**config.mk**
```make
export PLATFORM = sky130hd
export DESIGN_NAME = mmpq_cell
export DESIGN_NICKNAME = d
export VERILOG_FILES = /design/src/sv/mmpq_pkg.sv /design/src/sv/mmpq_cell.sv
export SDC_FILE = /design/constraint.sdc
export NUM_CORES = 1
export LEC_CHECK = 0
export BUFFER_PORTS_ARGS = -buffer_cell sky130_fd_sc_hd__buf_4
export CAP_MARGIN = 25
export CORE_AREA = 2 2 79 81
export DETAILED_ROUTE_END_ITERATION = 8
export DIE_AREA = 0 0 81 83
export PLACE_DENSITY = 0.92
export RECOVER_POWER = 50
export SYNTH_ARGS = -nofsm -noshare
export SYNTH_HDL_FRONTEND = slang
export SYNTH_SLANG_ARGS = --single-unit
```
**constraint.sdc**
```tcl
create_clock -name clk -period 11.65 [get_ports clk]
set_input_delay 1.7475 -clock clk [delete_from_list [all_inputs] [get_ports clk]]
set_output_delay 1.7475 -clock clk [all_outputs]
set_load 0.05 [all_outputs]
```
**src/sv/mmpq_pkg.sv**
```systemverilog
`default_nettype none
package mmpq_pkg;

	localparam int unsigned COST_W = 32;

	typedef enum logic [1:0] {
		OP_ADD        = 2'd0,
		OP_SET_POLICY = 2'd1,
		OP_REMOVE     = 2'd2
	} opcode_t;

	typedef enum logic [1:0] {
		ST_OK    = 2'd0,
		ST_EMPTY = 2'd1,
		ST_FULL  = 2'd2
	} status_t;

	typedef enum logic [1:0] {
		CELL_HOLD,
		CELL_INSERT,
		CELL_SHIFT
	} cell_op_t;

	typedef struct packed {
		opcode_t            opcode;
		logic signed [31:0] cost;
		logic               take_largest;
	} cmd_word_t;

	typedef struct packed {
		logic signed [31:0] removed_cost;
		status_t            status;
	} rsp_word_t;

	typedef struct packed {
		cell_op_t           op;
		logic signed [31:0] cost;
	} cell_ctl_t;

endpackage
`default_nettype wire

```
**src/sv/mmpq_cell.sv**
```systemverilog
`default_nettype none
module mmpq_cell (
	input  wire logic                                    clk,
	input  wire mmpq_pkg::cell_ctl_t                     ctl,
	input  wire logic                                    occupied,
	input  wire logic                                    is_last,
	input  wire logic                                    gt_prev,
	input  wire logic signed [mmpq_pkg::COST_W-1:0]      prev_value,
	input  wire logic signed [mmpq_pkg::COST_W-1:0]      next_value,
	output logic                                         gt,
	output logic signed [mmpq_pkg::COST_W-1:0]           value,
	output logic        [mmpq_pkg::COST_W-1:0]           tap
);

	logic signed [mmpq_pkg::COST_W-1:0] value_q;

	// empty cells count as greater so an insert lands at the tail
	assign gt    = !occupied || (value_q > ctl.cost);
	assign value = value_q;
	assign tap   = is_last ? value_q : '0;

	always_ff @(posedge clk) begin
		case (ctl.op)
			mmpq_pkg::CELL_INSERT: begin
				if (gt) begin
					value_q <= gt_prev ? prev_value : ctl.cost;
				end
			end
			mmpq_pkg::CELL_SHIFT: begin
				value_q <= next_value;
			end
			default: begin
			end
		endcase
	end

endmodule
`default_nettype wire

```
==> results of run 1 <==
[cells by family after synthesis]
family,Yosys count
buf+inv,46
mux,32
compound gates,61
fa+ha+maj,32
simple gates,89
flops,32
[per-stage QoR]
stage	setup slack (ns)	std cells	cell area, sq um	utilization
after global placement	6.42	520	4000	0.687
after CTS	6.30	526	4090	0.704
final	6.33	526	3960	0.681
after detailed placement	6.31	521	4020	0.692
after floorplan	6.30	292	2690	-
after global routing	6.01	526	3960	0.681
[per-layer routing]
layer / GRT usage / share of wire / vias up
met5: 0 / 0 / -
met3: 0.0326 / 0.055 / 4
li1: - / - / 1351
met4: 0.0555 / 0.0088 / 0
met1: 0.279 / 0.41 / 1243
met2: 0.416 / 0.53 / 98
[synthesized netlist by cell type]
cell / number / area (sq um)
o41ai_1: 2 / 17.5
nor2b_1: 4 / 25.0
nor2_1: 2 / 7.51
o2bb2ai_1: 1 / 8.76
a211oi_1: 2 / 15.0
a2111oi_1: 1 / 10.0
a2111oi_2: 1 / 15.0
ha_1: 32 / 400
mux2i_1: 32 / 320
or2b_1: 1 / 7.51
o21ai_1: 1 / 5.00
nor4_1: 2 / 12.5
o211ai_1: 1 / 7.51
buf_2: 8 / 40.0
inv_1: 32 / 120
edfxtp_1: 32 / 961
nand4_2: 2 / 25.0
a21oi_1: 12 / 60.1
o21ai_0: 34 / 170
clkbuf_1: 6 / 22.5
nand4_1: 6 / 37.5
nand2_1: 36 / 135
and2_1: 33 / 206
nand3_1: 3 / 15.0
a31oi_1: 2 / 12.5
a21o_1: 4 / 30.0
[area by class of cell]
type	count	area share
Timing Repair Buffer	168	0.292
Clock buffer	5	0.0174
Tap cell	75	0.0237
Inverter	32	0.0303
Multi-Input combinational cell	214	0.394
Sequential cell	32	0.243
[critical path: cells and delay by family]
family,cells,cell delay (ns)
compound gates,4,1.09
fa+ha+maj,1,0.27
buf+inv,3,0.33
simple gates,1,0.13
[report_power, final]
group          switching [W]  internal (W)   total, W
sequential        0.00000922      0.000143   0.000152
clock              0.0000354     0.0000384  0.0000738
combinational       0.000122     0.0000670   0.000189
total               0.000167      0.000249   0.000415
[final timing paths]
check,startpoint,cells past startpoint,endpoint
hold reg to reg,value[30],3,value[12]
setup reg to reg,value[31],6,value[22]
setup / recovery,ctl[1],9,gt
hold / removal,value[30],3,value[12]
==> flow_metrics.py, run 1 <==
metrics = {
    "worst_setup_path": {
        "r2r_slack_ns": 8.97,
        "path_cells": "buf_4 > inv_1 > ha_1 > nor2b_1 > o211ai_1 > a2111oi_1 > o41ai_1 > a31oi_1 > buf_4",
        "cpPeakStageDelay_ns": 0.62,
        "cp_max_fo": 2,
        "end_kind": "primary output",
        "critPathKind": "input pin to primary output",
        "start_kind": "input pin",
        "required_ns": 9.90,
        "crit_top_cell": "buf_4",
        "cp.arrival_ns": 3.57,
        "critPathSlowestCell": "o41ai_1",
    },
    "floorplanning": {
        "initial_core_util": 0.462,
        "num_rows": 28,
        "coreArea_sq_um": 5820,
        "die_x_microns": 81,
        "die-area_sq_um": 6720,
        "die_y_microns": 83,
        "num_io_pins": 167,
    },
    "pwr": {
        "vdd_drop_max_v": 0.0000662,
        "p_leak_nw": 1.94,
        "fin_total_pwr_w": 0.000415,
        "powerDensity_nw_per_um2": 105,
    },
    "synthesis": {
        "synth_top_family_by_area": "simple AND/OR/NAND/NOR gates",
        "synth.cell_area_sq_um": 2690,
        "yosysUniqueCellTypes": 26,
        "synthAdderAreaFrac": 0.149,
        "synth_nets": 426,
        "synth.area.mux_share": 0.119,
        "synth_warnings": 0,
        "synth-simple-area-share": 0.176,
        "netlist_instances": 292,
        "synth_compound_gate_area_share": 0.131,
        "synth_seq_cells": 32,
        "synth_xor_area_frac": 0,
        "ys_seq_area_frac": 0.358,
        "syn_area_per_cell_sq_um": 9.20,
    },
    "detailed_routing": {
        "postRouteAntennaNets": 0,
        "remaining_drc_errors": 0,
        "wl_per_cell_microns": 14.8,
        "drt_first_pass_iters": 4,
        "drt_iter0_markers": 90,
        "viasPerCell": 5.13,
        "vias": 2696,
        "finalWirelength_mm": 7.77,
    },
    "run": {
        "drv_cap": 1,
    },
    "clocking": {
        "cts_root_buffer": "clkbuf_8",
        "cts-hold-fix-buffers": 0,
        "cts_tree": "done",
        "numCtsBuffers": 5,
        "post_cts_buffers": 0,
        "clk_pin_slew_worst_paths_ns": 0.06,
        "clk_latency_ns": 0.27,
        "cts.sinks": 32,
        "cts.path.max_buffers": 2,
        "cts-htree-levels": 2,
        "cts.repair.resized": 0,
    },
    "layout": {
        "n_antenna_cell": 0,
        "final_common_cell": "buf_4",
        "syn_to_final_growth_pct": 47.3,
        "drive_gt1_frac": 0.319,
        "multi_input_area_sq_um": 1560,
        "largest_reg_flops": 32,
        "seq_area_sq_um": 961,
        "nets": 587,
        "fillers": 500,
        "final_cell_mix": "buf_4, nand2_1, o21ai_0",
    },
    "timing": {
        "grt_setup_unrepaired": "false",
        "final_max_slew_viol_count": 67,
        "slew-limit-headroom": -0.630,
        "period_needed_ns": 5.32,
        "finalClockSkew_ns": 0.00509,
        "worst_slew_pin_slew_ns": 2.45,
        "setup_viol": 0,
        "max_freq_mhz": 188,
        "timing.hold.ws_ns": 1.34,
        "min_period_over_period": 0.457,
        "fin_tns_setup_ns": 0,
        "finalHoldViolCount": 0,
    },
    "grt": {
        "antenna_found_initial": 0,
        "grt_remaining_overflow": 0,
        "grt_max_degree": 67,
        "grt_usage": 0.229,
        "grt_pass1_wl_mm": 12.3,
        "grt_pass1_vias": 2678,
    },
    "hold_path": {
        "hold_path_class": "flip-flop to flip-flop",
    },
    "placed_design": {
        "gp_congestion": 0.816,
        "port_buffers": 166,
        "place_hpwl_mm": 6.22,
    },
    "status": {
        "status": "finished with violations",
        "violations": "capacitance limit, slew limit",
    },
}
No activity file was read; power rests on OpenSTA's default activity.
==> run 2, diff against run 1 <==
--- a/config.mk
+++ b/config.mk
@@ -5,12 +5,13 @@
 export SDC_FILE = /design/constraint.sdc
 export NUM_CORES = 1
 export LEC_CHECK = 0
+export ABC_AREA = 1
 export BUFFER_PORTS_ARGS = -buffer_cell sky130_fd_sc_hd__buf_4
 export CAP_MARGIN = 25
-export CORE_AREA = 2 2 79 81
+export CORE_AREA = 2 2 83 85
 export DETAILED_ROUTE_END_ITERATION = 8
-export DIE_AREA = 0 0 81 83
-export PLACE_DENSITY = 0.92
+export DIE_AREA = 0 0 85 87
+export PLACE_DENSITY = 0.86
 export RECOVER_POWER = 50
 export SYNTH_ARGS = -nofsm -noshare
 export SYNTH_HDL_FRONTEND = slang
==> constraint.sdc (replaced) <==
create_clock -name clk -period 5.2 [get_ports clk]
set_input_delay 0.78 -clock clk [delete_from_list [all_inputs] [get_ports clk]]
set_output_delay 0.78 -clock clk [all_outputs]
set_load 0.05 [all_outputs]
==> flow_metrics.py, run 2 <==
metrics = {
    "status": {
        "status": "complete, no violations",
    },
    "layout": {
        "final_cell_mix": "buf_4, nand2_1, inv_1",
        "final_common_cell": "buf_4",
        "final_util": 0.613,
        "fillers": 615,
        "n_antenna_cell": 0,
        "largest_reg_flops": 32,
        "drive_gt1_frac": 0.286,
        "nets": 655,
        "syn_to_final_growth_pct": 44.9,
    },
    "pwr": {
        "p_comb_frac": 0.447,
        "switchingPower_w": 0.000383,
        "powerDensity_nw_per_um2": 232,
        "p_int_w": 0.000552,
        "pwr-share-clk": 0.192,
        "swShare": 0.409,
        "seqPwrFrac": 0.361,
        "vdd_drop_max_v": 0.000114,
        "p_leak_nw": 2.18,
    },
    "synthesis": {
        "synth-simple-area-share": 0.186,
        "netlist_instances": 363,
        "ys_seq_area_frac": 0.346,
        "yosysUniqueCellTypes": 24,
        "synth.area.mux_share": 0,
        "synth_seq_cells": 32,
        "synth_area_leaders": "edfxtp_1, ha_1, nand2_1, inv_1, o211ai_1",
        "synth_top_family_by_area": "compound AO/OA/AOI/OAI gates",
        "synthAdderAreaFrac": 0.144,
        "synth_nets": 497,
        "synth_top_area_share": 0.346,
        "synth_edf_count": 32,
        "yosys.cell_count.top_type": "nand2_1",
        "synth.top_cells.by_count": "nand2_1, inv_1, edfxtp_1, ha_1",
        "synth_xor_area_frac": 0,
        "yosys.area.top_type": "edfxtp_1",
        "synth.cell_area_sq_um": 2780,
        "synth_warnings": 0,
        "async_flop_share": 0,
        "syn_area_per_cell_sq_um": 7.66,
        "synthFlopType": "edfxtp_1",
        "synth_compound_gate_area_share": 0.201,
    },
    "clocking": {
        "cts_tree": "done",
        "cts-htree-levels": 2,
        "clk_pin_slew_worst_paths_ns": 0.07,
        "cts.sinks": 32,
        "cts_root_buffer": "clkbuf_8",
        "cts.repair.resized": 0,
        "post_cts_buffers": 0,
        "cts-hold-fix-buffers": 0,
        "numCtsBuffers": 5,
        "clk_latency_ns": 0.28,
        "cts.path.max_buffers": 2,
    },
    "detailed_routing": {
        "finalWirelength_mm": 7.74,
        "wl_per_cell_microns": 12.9,
        "drt_first_pass_iters": 4,
        "vias": 2920,
        "drt_iter0_markers": 111,
        "postRouteAntennaNets": 0,
        "remaining_drc_errors": 0,
        "viasPerCell": 4.86,
    },
    "worst_setup_path": {
        "required_ns": 5.19,
        "r2r-start": "value[31]",
        "cp_max_fo": 35,
        "end_kind": "flip-flop",
        "cp.arrival_ns": 3.21,
        "worstReg2RegEnd": "value[13]",
        "critPathKind": "input pin to flip-flop",
        "start_kind": "input pin",
        "reg2regPathDepth": 14,
        "r2r_slack_ns": 2.59,
    },
    "floorplanning": {
        "die_x_microns": 85,
        "num_io_pins": 167,
        "num_rows": 30,
        "die-area_sq_um": 7400,
        "initial_core_util": 0.423,
        "coreArea_sq_um": 6570,
        "die_y_microns": 87,
    },
    "placed_design": {
        "place_hpwl_mm": 6.19,
        "port_buffers": 166,
        "gp_congestion": 0.794,
    },
    "grt": {
        "grt_pass1_wl_mm": 12.3,
        "grt_pass1_vias": 2807,
        "grt_remaining_overflow": 0,
        "antenna_found_initial": 0,
        "grt_max_degree": 64,
        "grt_usage": 0.205,
    },
    "timing": {
        "final_max_slew_viol_count": 0,
        "min_period_over_period": 0.619,
        "grt_setup_unrepaired": "false",
        "slew-limit-headroom": 0.0455,
        "fin_tns_setup_ns": 0,
        "setup_viol": 0,
        "period_needed_ns": 3.22,
        "finalHoldViolCount": 0,
        "worst_slew_pin_slew_ns": 1.43,
        "max_freq_mhz": 311,
        "finalClockSkew_ns": 0.00712,
    },
    "hold_path": {
        "hp-start": "next_value[27]",
        "hold_path_depth": 2,
        "holdPathEnd": "value[27]",
        "hold_path_class": "input pin to flip-flop",
    },
    "run": {
        "drv_cap": 0,
    },
}
run 2: area by class of cell:
class                           instances  area [sq um]  area share
Sequential cell                        32           961       0.239
Clock buffer                            5          68.8      0.0171
Multi-Input combinational cell        240          1480       0.366
Clock inverter                          2          7.51     0.00186
Tap cell                               80           100      0.0249
Inverter                               74           278      0.0690
Timing Repair Buffer                  168          1140       0.282
run 2: worst max-delay path by stage:
stage / slack (ns) / endpoint / start / cells after the start
6_report: 1.98 / value[13] / ctl[32] / 6
2_1_floorplan: 1.96 / value[0] / ctl[31] / 14
5_1_grt: 1.72 / value[13] / ctl[32] / 6
4_1_cts: 2.05 / gt / ctl[31] / 14
3_3_place_gp: 2.07 / gt / ctl[31] / 14
3_5_place_dp: 2.05 / gt / ctl[31] / 14
run 2: per-stage QoR:
step                      worst slack [ns]  instances  area (sq um)  power, W  hold slack [ns]
after floorplan                       1.96        363          2780  0.000625            0.980
after global placement                2.07        593          4070  0.000773             1.06
after detailed placement              2.05        594          4100  0.000786             1.07
after CTS                             2.05        601          4170  0.000968            0.770
after global routing                  1.72        601          4030  0.000991            0.770
final                                 1.98        601          4030  0.000935            0.779
run 2: logic make-up after synthesis:
group,Yosys count
AO/OA/AOI/OAI,79
adder cells (fa/ha/maj),32
buffers and inverters,91
flip-flops,32
AND/OR/NAND/NOR,129
run 2: critical path, stage by stage:
cell and delay, ns:
clkbuf_4 0.10, inv_1 0.04, nand2_1 0.73, clkbuf_1 1.11
nand2_1 0.11, buf_4 0.32
run 2: power groups by stage:
| stage | combinational, W | clock [W] | sequential (W) |
|---|---|---|---|
| 4_1_cts | 0.000444 | 0.000186 | 0.000338 |
| 3_3_place_gp | 0.000431 | 0 | 0.000342 |
| 3_5_place_dp | 0.000443 | 0 | 0.000344 |
| 6_report | 0.000418 | 0.000180 | 0.000337 |
| 5_1_grt | 0.000455 | 0.000195 | 0.000341 |
| 2_1_floorplan | 0.000207 | 0 | 0.000417 |
run 2: metal layers:
layer / global-route usage / vias to the layer above / routed length [microns]
li1: - / 1501 / -
met3: 0.0408 / 4 / 510
met4: 0.0505 / 0 / 42
met1: 0.239 / 1314 / 3190
met2: 0.385 / 101 / 4000
met5: 0 / - / 0
